File: config.mk
export PLATFORM = sky130hd
export DESIGN_NAME = vau_delay
export DESIGN_NICKNAME = d
export VERILOG_FILES = /design/src/vau_pkg.sv /design/src/vau_delay.sv
export SDC_FILE = /design/constraint.sdc
export NUM_CORES = 1
export LEC_CHECK = 0
export ABC_AREA = 1
export BUFFER_PORTS_ARGS = -buffer_cell sky130_fd_sc_hd__buf_2
export CORE_MARGIN = 1
export CORE_UTILIZATION = 30
export CTS_BUF_LIST = sky130_fd_sc_hd__clkbuf_8
export CTS_CLUSTER_SIZE = 10
export DETAILED_ROUTE_END_ITERATION = 7
export PLACE_DENSITY = 0.44
export SLEW_MARGIN = 30
export SYNTH_ARGS = -nofsm -noshare
export SYNTH_HDL_FRONTEND = slang
export SYNTH_SLANG_ARGS = --single-unit
File: constraint.sdc
create_clock -name clk -period 0.8 [get_ports clk]
set_input_delay 0.08 -clock clk [delete_from_list [all_inputs] [get_ports clk]]
set_output_delay 0.08 -clock clk [all_outputs]
set_load 0.02 [all_outputs]
File: src/vau_pkg.sv
// Shared types, constants and saturation helper for the vector arithmetic unit.
// No dependencies; every other file imports this package.
package vau_pkg;

    localparam int DATA_W        = 32;
    localparam int FRAC_BITS_DEF = 16;
    localparam int SQRT_STAGES   = 32;

    localparam logic signed [31:0] S32_MAX = 32'sh7FFF_FFFF;
    localparam logic signed [31:0] S32_MIN = 32'sh8000_0000;
    localparam logic signed [64:0] SAT_HI  = 65'sd2147483647;
    localparam logic signed [64:0] SAT_LO  = -65'sd2147483648;

    typedef enum logic [3:0] {
        CMD_ADD       = 4'd0,
        CMD_SUB       = 4'd1,
        CMD_MUL       = 4'd2,
        CMD_DIV       = 4'd3,
        CMD_DOT       = 4'd4,
        CMD_CROSS     = 4'd5,
        CMD_SCALE     = 4'd6,
        CMD_DIVSCALAR = 4'd7,
        CMD_LENGTH    = 4'd8,
        CMD_NORMALIZE = 4'd9,
        CMD_EQUAL     = 4'd10
    } cmd_t;

    typedef struct packed {
        logic signed [31:0] val;
        logic               ov;
    } sat_t;

    typedef struct packed {
        logic signed [31:0] q;
        logic               dz;
        logic               ov;
    } div_res_t;

    function automatic sat_t sat65(input logic signed [64:0] v);
        sat_t r;
        if (v > SAT_HI)
        begin
            r.val = S32_MAX;
            r.ov  = 1'b1;
        end
        else if (v < SAT_LO)
        begin
            r.val = S32_MIN;
            r.ov  = 1'b1;
        end
        else
        begin
            r.val = v[31:0];
            r.ov  = 1'b0;
        end
        return r;
    endfunction

endpackage

File: src/vau_delay.sv
// Enabled shift line that carries an item's side data alongside a long pipeline.
// Depends on vau_pkg.
module vau_delay import vau_pkg::*; #(
    parameter int W     = DATA_W,
    parameter int DEPTH = SQRT_STAGES
) (
    input  logic         clk,
    input  logic         en,
    input  logic [W-1:0] din,
    output logic [W-1:0] dout
);

    logic [W-1:0] line_reg [DEPTH];

    always_ff @(posedge clk)
    begin
        if (en)
        begin
            line_reg[0] <= din;
            for (int i = 1; i < DEPTH; i++)
                line_reg[i] <= line_reg[i-1];
        end
    end

    assign dout = line_reg[DEPTH-1];

endmodule

==> results of run 1 <==
cell type report:
cell class            instances  area share (%)
clock inverter              129            1.67
tap                        1368            4.54
timing repair buffer        242            6.13
clock buffer                169            6.17
sequential                 1024            81.5
worst max path at each step:
stage	startpoint	endpoint	slack, ns	cells after the start
floorplan	line_reg[0][68]	line_reg[0][100]	0.21	0
global route	line_reg[1][502]	dout[22]	-0.72	1
global placement	en	line_reg[1][491]	-0.31	3
detailed placement	en	line_reg[1][491]	-0.33	3
finish	line_reg[1][502]	dout[22]	-0.63	1
CTS	line_reg[1][502]	dout[22]	-0.74	1
power groups by stage:
| stage | clock network [mW] | registers (mW) | logic (mW) |
|---|---|---|---|
| finish | 39.5 | 63.2 | 2.18 |
| global route | 44.1 | 63.5 | 2.41 |
| CTS | 41.9 | 63.3 | 2.18 |
| detailed placement | 0 | 64.4 | 1.87 |
| global placement | 0 | 64.2 | 1.76 |
| floorplan | 0 | 64.1 | 0.231 |
layout by cell type, fill, tap and decap left out:
master,n
edfxtp_1,1024
clkbuf_8,169
buf_4,82
dlygate4sd3_1,71
inv_1,63
clkinv_1,44
buf_2,37
buf_6,27
buf_12,24
clkinv_2,8
clkinvlp_4,4
inv_6,3
clkinv_8,3
inv_8,2
bufinv_16,2
buf_8,1
logic make-up (layout without fill, tap and decap cells):
family	Yosys count	after routing
flip-flops	1024	1024
buffers and inverters	32	540
synth_stat cells:
cell type / n / area (µm²)
edfxtp_1: 1024 / 30700
buf_4: 32 / 240
per-stage QoR:
stage	instance area (µm²)	setup slack (ns)	cells	power (mW)	setup TNS, ns
finish	37700	-0.627	2932	105	-34.95
global route	37700	-0.720	2932	110	-37.84
CTS	37600	-0.745	2930	107	-78.78
detailed placement	33900	-0.327	2561	66.2	-269.84
global placement	33900	-0.314	2561	66.0	-255.07
floorplan	31000	0.211	1056	64.3	0
repair_timing:
action / 4_1_cts / 5_1_grt
gates resized for setup: 12 / 42
hold endpoints to repair: 1054 / 19
hold buffers: 71 / 4
endpoints found under the setup margin: 32 / 169
metal layers:
metal	vias up	global-route usage (%)	share of wire, %
met2	241	10.0	45
met3	121	2.81	6.3
met1	5239	7.94	44
li1	5082	-	-
met5	-	0	0
met4	0	4.70	4.0
tightest hold or removal path, stage by stage:
cell	delay, ns
buf_8	0.09
buf_12	0.12
buf_12	0.14
buf_12	0.18
==> metrics, run 1 <==
Hold WC Path Type in -> reg; Startpoint Class flip-flop; area of the multi-input gates 0 µm²; crit path cell chain buf_6; CP arrival 1.35 ns; Sw Share 20.2%; DRT iter0 DRCs 648; Yosys cell types 2; mean cell area of the mapped netlist 29.3 µm²; Max Cap Viol 0; FF-to-FF End line_reg[1][342]; Worst Reg-to-Reg Cells 0; Psw 21.2 mW; Hold EP line_reg[1][219]; Initial Util 30.4%; vias per cell 3.64; Fillers 9,368; initial antenna violation count 0; Die Area 0.105 mm²; period utilization 178%; mapped cell area 0.0310 mm²; worst-skew pair later-pin latency 0.77 ns; Hold Path Depth 4; Seq pwr share 60.3%; FMAX 701 MHz; number of port buffers 65; DR vias 10,700; FP Rows 117; Post-DP HPWL 16,600 µm; Least-Margin Pin Slew 0.345 ns; pwr dens 2780 mW/mm²; Ports 66; Buf+Inv Stages, Crit Path 1; clock root cell clkbuf_8; Min Hold Slack 0.0320 ns; Reg2Reg Setup Slack 0.06 ns; Synth warnings 0; fin nets 1,468; post-route minimum period 1.43 ns; Setup CP Type reg -> out; WP data required 0.72 ns; final worst slack -0.627 ns; H-tree levels 4; Overall Global Routing Usage 6.75%; Post-Synth XOR/XNOR Area 0%; # setup viols final 115; Seq. cell area 0.0307 mm²; Min-Delay Startpoint en; largest net degree at the start of global routing 35; Routed WL 34,100 µm; Util after Layout 37.0%; clock network fraction of total power 37.7%; compound-cell area share of the yosys netlist 0%; CP Max Fanout 1; total gr overflow 0; comb_multi_in 0; R2R Path Start line_reg[1][310]; CTS max path bufs 3; CTS tree built; mux cell area share after synthesis 0%; outcome finished with violations; WL per Instance 11.6 µm; Routed Antenna Nets 0; count of state elements after synthesis 1,024; Post-Synthesis Cells 1,056; number of global-route vias before repair 11,400; number of flip-flops in the largest register 1,024; largest family of logic cells by synthesized area buffers and inverters; P&R area growth vs syn 21.7%; crit-path leading delay family flip-flops; max_slew headroom 77.0%; Initial DRT Pass Iterations 4; P_leak 13.0 nW; DRC 0; sequential share of the synthesized area 99.2%; slowest CP cell edfxtp_1; Final Wtd Congestion 0.619; Worst VDD drop 1360 µV; violations in the final reports negative setup slack; die span in y 323 µm; die width 323 µm; simple-gate portion of the synthesized area 0%; fin. max-slew vios 0; RSZ-0062 raised after global routing yes; Clock Sinks 1,024; CP endpoint kind output pin; Antenna diodes 0; first-pass GRT wire length 55,700 µm; Final Hold Viols 0; Syn Nets 1,090; Num CTS Buffers 166; CTS clk-pin slew, worst paths 0.06 ns; Synth Area in Adders 0%; share of cells above drive strength 1 23.1%; post-CTS setup repair buffer count 0; Worst Skew 0.0300 ns; core area 0.102 mm²; combinational share of power 2.1%; slowest stage delay, CP 0.44 ns; Int Power 83.8 mW
Power figures use the tool's default switching activity.
==> run 2: changes to the inputs <==
ABC_AREA = unset   (was 1)
BUFFER_PORTS_ARGS = -buffer_cell sky130_fd_sc_hd__buf_4   (was -buffer_cell sky130_fd_sc_hd__buf_2)
PLACE_DENSITY = 0.42   (was 0.44)
clock period = 1.42 ns   (was 0.8 ns; I/O delays follow)
==> run 2 against run 1 <==
The flow still finishes with violations (negative setup slack). Utilization is 0.43 points lower. Wire length is 2.4% lower. Setup slack better by 0.51 ns. Sequential power shrank 44%. Total power decreased by 44%. Non-clock buffer count decreased by 62. Sequential share of layout area grew 0.96 points. Cell count decreased by 1.9%. Critical path depth stayed put. Combinational power fell by 49%. Largest power group unchanged. Highest routed layer unchanged.
==> metrics, run 2 (same netlist as run 1, synthesis figures left out) <==
# setup viols final 30; DRC 0; Overall Global Routing Usage 6.56%; number of global-route vias before repair 11,000; Antenna diodes 0; comb_multi_in 0; most frequent cells in the layout edfxtp_1 (1,024), clkbuf_8 (169), inv_1 (75); Routed WL 33,300 µm; clock root cell clkbuf_8; CP arrival 1.40 ns; Least-Margin Pin Slew 0.309 ns; Setup crit end dout[25]; Worst VDD drop 716 µV; largest net degree at the start of global routing 51; Ports 66; CTS clk-pin slew, worst paths 0.05 ns; Final Wtd Congestion 0.607; die span in y 323 µm; H-tree levels 4; CTS max path bufs 3; number of port buffers 65; violations in the final reports negative setup slack; Hold WC Path Type reg -> reg; vias per cell 3.71; P_leak 12.7 nW; FF-to-FF End line_reg[0][409]; core area 0.102 mm²; Seq. cell area 0.0307 mm²; slowest stage delay, CP 0.46 ns; Worst Skew 0.0194 ns; period utilization 109%; number of flip-flops in the largest register 1,024; DRT iter0 DRCs 625; commonest non-fill, non-tap cell in the layout edfxtp_1; RSZ-0062 raised after global routing yes; total gr overflow 0; share of cells above drive strength 1 20.2%; Startpoint Class flip-flop; max_slew headroom 79.4%; PnR Total Power 58.8 mW; Hold Path Depth 0; crit-path leading delay family flip-flops; R2R Path Start line_reg[0][377]; Worst Reg-to-Reg Cells 0; placed cell count 2,507; pwr dens 1580 mW/mm²; DR vias 10,700; final worst slack -0.121 ns; post-route non-filler standard cell count 2,877; Initial Util 30.4%; Fillers 9,380; Initial DRT Pass Iterations 4; slowest CP cell edfxtp_1; Buf+Inv Stages, Crit Path 1; worst-skew pair later-pin latency 0.77 ns; Routed Antenna Nets 0; Die Area 0.105 mm²; Final Hold Viols 0; CTS tree built; die width 323 µm; first-pass GRT wire length 54,400 µm; Setup CP Type reg -> out; WP depth 1; crit path cell chain buf_6; post-route minimum period 1.54 ns; FMAX 649 MHz; Max Cap Viol 0; post-CTS setup repair buffer count 0; WP data required 1.28 ns; CP Max Fanout 1; FP Rows 117; Num CTS Buffers 169; DP Area 0.0336 mm²; area of the multi-input gates 0 µm²; Post-DP HPWL 14,000 µm; Clock Sinks 1,024; initial antenna violation count 0; P&R area growth vs syn 20.3%; CP endpoint kind output pin; fin. max-slew vios 0; Reg2Reg Setup Slack 0.76 ns; Critical path origin line_reg[1][505]; outcome finished with violations; fin nets 1,409; fin area 0.0373 mm²; WL per Instance 11.6 µm
[run 2: changes by cell type in the layout (fill, tap and decap cells not counted), moves of 4 or more]
cell / delta
buf_4: -21
clkinv_1: -4
clkinvlp_4: +6
inv_1: +12
buf_2: -37
dlygate4sd3_1: -6
buf_6: +5
[run 2: worst min-delay path by stage]
stage	endpoint	from	slack, ns
2_1_floorplan	line_reg[0][0]	din[0]	0.24
3_3_place_gp	line_reg[0][30]	din[30]	0.32
3_5_place_dp	line_reg[0][1]	din[1]	0.32
4_1_cts	line_reg[0][36]	en	0.36
5_1_grt	line_reg[0][36]	en	0.39
6_report	line_reg[1][317]	line_reg[1][285]	0.40
[run 2: power breakdown]
group	internal, mW	switching [mW]	leakage [nW]
clock	11.1	10.9	1.73
sequential	35.2	0.376	10.0
combinational	0.430	0.693	0.963
total	46.7	12.0	12.7
[run 2: routing by layer]
| layer | wire, µm | track usage (%) |
|---|---|---|
| met4 | 1490 | 4.81 |
| met2 | 14500 | 9.09 |
| met1 | 15000 | 7.94 |
| met5 | 0 | 0 |
| met3 | 2350 | 3.09 |
[run 2: layout make-up]
class                 instances  area share (%)
sequential                 1024            82.5
clock buffer                169            6.24
timing repair buffer        180            5.11
tap                        1368            4.59
clock inverter              136            1.60
[run 2: repair_timing]
item | 4_1_cts | 5_1_grt
setup endpoints to repair | 32 | 32
gates resized for setup | 32 | 0
endpoints found under the hold margin | 319 | 0
hold buffers | 65 | 0
pin swaps | 0 | 0
[run 2: through the flow]
| step | hold slack, ns | worst slack (ns) | setup TNS (ns) | utilization [%] |
|---|---|---|---|---|
| after floorplan | 0.241 | 0.788 | 0 | - |
| after global placement | 0.320 | 0.198 | 0 | 32.9 |
| after detailed placement | 0.321 | 0.173 | 0 | 32.9 |
| after CTS | 0.363 | -0.310 | -4.83 | 36.5 |
| after global routing | 0.386 | -0.294 | -4.59 | 36.5 |
| final | 0.397 | -0.121 | -0.536 | 36.5 |
==> run 3: changes to the inputs <==
ABC_AREA = 0   (was unset)
BUFFER_PORTS_ARGS = -buffer_cell sky130_fd_sc_hd__buf_2   (was -buffer_cell sky130_fd_sc_hd__buf_4)
==> run 3 against run 2 <==
The flow still finishes with violations (negative setup slack). Cell count fell by 1.0%. Die area did not move. Critical path depth did not move. Wire length fell by 1.2%. Worst hold slack got worse by 0.29 ns. Sequential share of layout area rose by 0.43 points. Highest routed layer unchanged.
==> metrics, run 3 (same netlist as run 1, synthesis figures left out) <==
Seq. cell area 0.0307 mm²; CTS tree built; total gr overflow 0; DRC 0; first-pass GRT wire length 53,300 µm; # setup viols final 13; Least-Margin Pin Slew 0.415 ns; Routed WL 32,900 µm; fin area 0.0371 mm²; Hold WC Path Type in -> reg; die span in y 323 µm; RSZ-0062 raised after global routing yes; Initial Util 30.4%; Ports 66; setup TNS -0.361 ns; number of flip-flops in the largest register 1,024; period utilization 110%; initial antenna violation count 1; Post-DP HPWL 13,900 µm; Buf+Inv Stages, Crit Path 1; area of the multi-input gates 0 µm²; PnR Total Power 58.9 mW; P&R area growth vs syn 19.7%; Setup CP Type reg -> out; Max Cap Viol 0; FP Rows 117; H-tree levels 4; WL per Instance 11.6 µm; Final Hold Viols 0; Initial DRT Pass Iterations 4; CP endpoint kind output pin; die width 323 µm; fin nets 1,398; worst-skew pair later-pin latency 0.76 ns; most frequent cells in the layout edfxtp_1 (1,024), clkbuf_8 (171), inv_1 (73); number of global-route vias before repair 10,900; CP arrival 1.42 ns; post-route minimum period 1.56 ns; FMAX 640 MHz; crit path cell chain buf_6; Final Wtd Congestion 0.604; outcome finished with violations; largest net degree at the start of global routing 46; share of cells above drive strength 1 19.9%; core area 0.102 mm²; number of port buffers 65; final worst slack -0.142 ns; Util after Layout 36.4%; comb_multi_in 0; Die Area 0.105 mm²; Overall Global Routing Usage 6.42%; CTS clk-pin slew, worst paths 0.06 ns; Num CTS Buffers 169; fin. max-slew vios 0; vias per cell 3.66; CTS max path bufs 3; pwr dens 1590 mW/mm²; post-CTS setup repair buffer count 0; Fillers 9,334; slowest CP cell edfxtp_1; DRT iter0 DRCs 655; clock root cell clkbuf_8; Clock Sinks 1,024; Worst VDD drop 687 µV; violations in the final reports negative setup slack; commonest non-fill, non-tap cell in the layout edfxtp_1; P_leak 12.6 nW; Routed Antenna Nets 0; CP Max Fanout 1; Worst Skew 0.0168 ns; max_slew headroom 72.3%; WP data required 1.28 ns; Startpoint Class flip-flop; slowest stage delay, CP 0.48 ns; DR vias 10,400; DP Area 0.0334 mm²; crit-path leading delay family flip-flops
-- run 3: cell count changes in the layout (fill, tap and decap cells not counted), sizes merged, moves of 3 or more --
cell	previous run	this run
bufinv	0	3
clkinvlp	10	3
clkinv	46	31
dlygate4sd3	65	62
buf	115	107
-- run 3: stage by stage --
stage	setup slack, ns	instances	hold slack, ns
6_report	-0.142	2848	0.104
5_1_grt	-0.312	2848	0.0158
4_1_cts	-0.331	2847	0.00253
3_5_place_dp	0.150	2499	0.320
3_3_place_gp	0.183	2499	0.319
2_1_floorplan	0.788	1056	0.241
-- run 3: area by class of cell --
| class | instances | area share, % |
|---|---|---|
| Clock inverter | 115 | 1.50 |
| Sequential cell | 1024 | 82.9 |
| Antenna cell | 1 | 0.00675 |
| Tap cell | 1368 | 4.61 |
| Clock buffer | 171 | 6.34 |
| Timing Repair Buffer | 169 | 4.64 |
-- run 3: metal layers --
metal  vias up  track usage, %  routed length [µm]
met4         0            4.86                1380
li1       4921               -                   -
met2       268            8.95               14100
met3       124            2.82                2370
met1      5117            7.79               15000
met5         -               0                   0
-- run 3: timing repair --
action / CTS / global route
endpoints found under the hold margin: 194 / 0
hold buffers: 62 / 0
gates resized for setup: 10 / 38
setup endpoints to repair: 32 / 32
-- run 3: worst paths after layout --
check,end,slack (ns),cells after the start,from
setup / recovery,dout[25],-0.14,1,line_reg[1][505]
hold reg to reg,line_reg[1][354],0.40,0,line_reg[1][322]
hold / removal,line_reg[0][2],0.10,2,din[2]
setup reg to reg,line_reg[1][25],0.76,0,line_reg[0][505]
-- run 3: power breakdown --
group | switching [mW] | total [mW] | internal, mW
combinational | 0.689 | 1.07 | 0.384
sequential | 0.378 | 35.6 | 35.2
clock | 10.6 | 22.2 | 11.6
total | 11.7 | 58.9 | 47.2
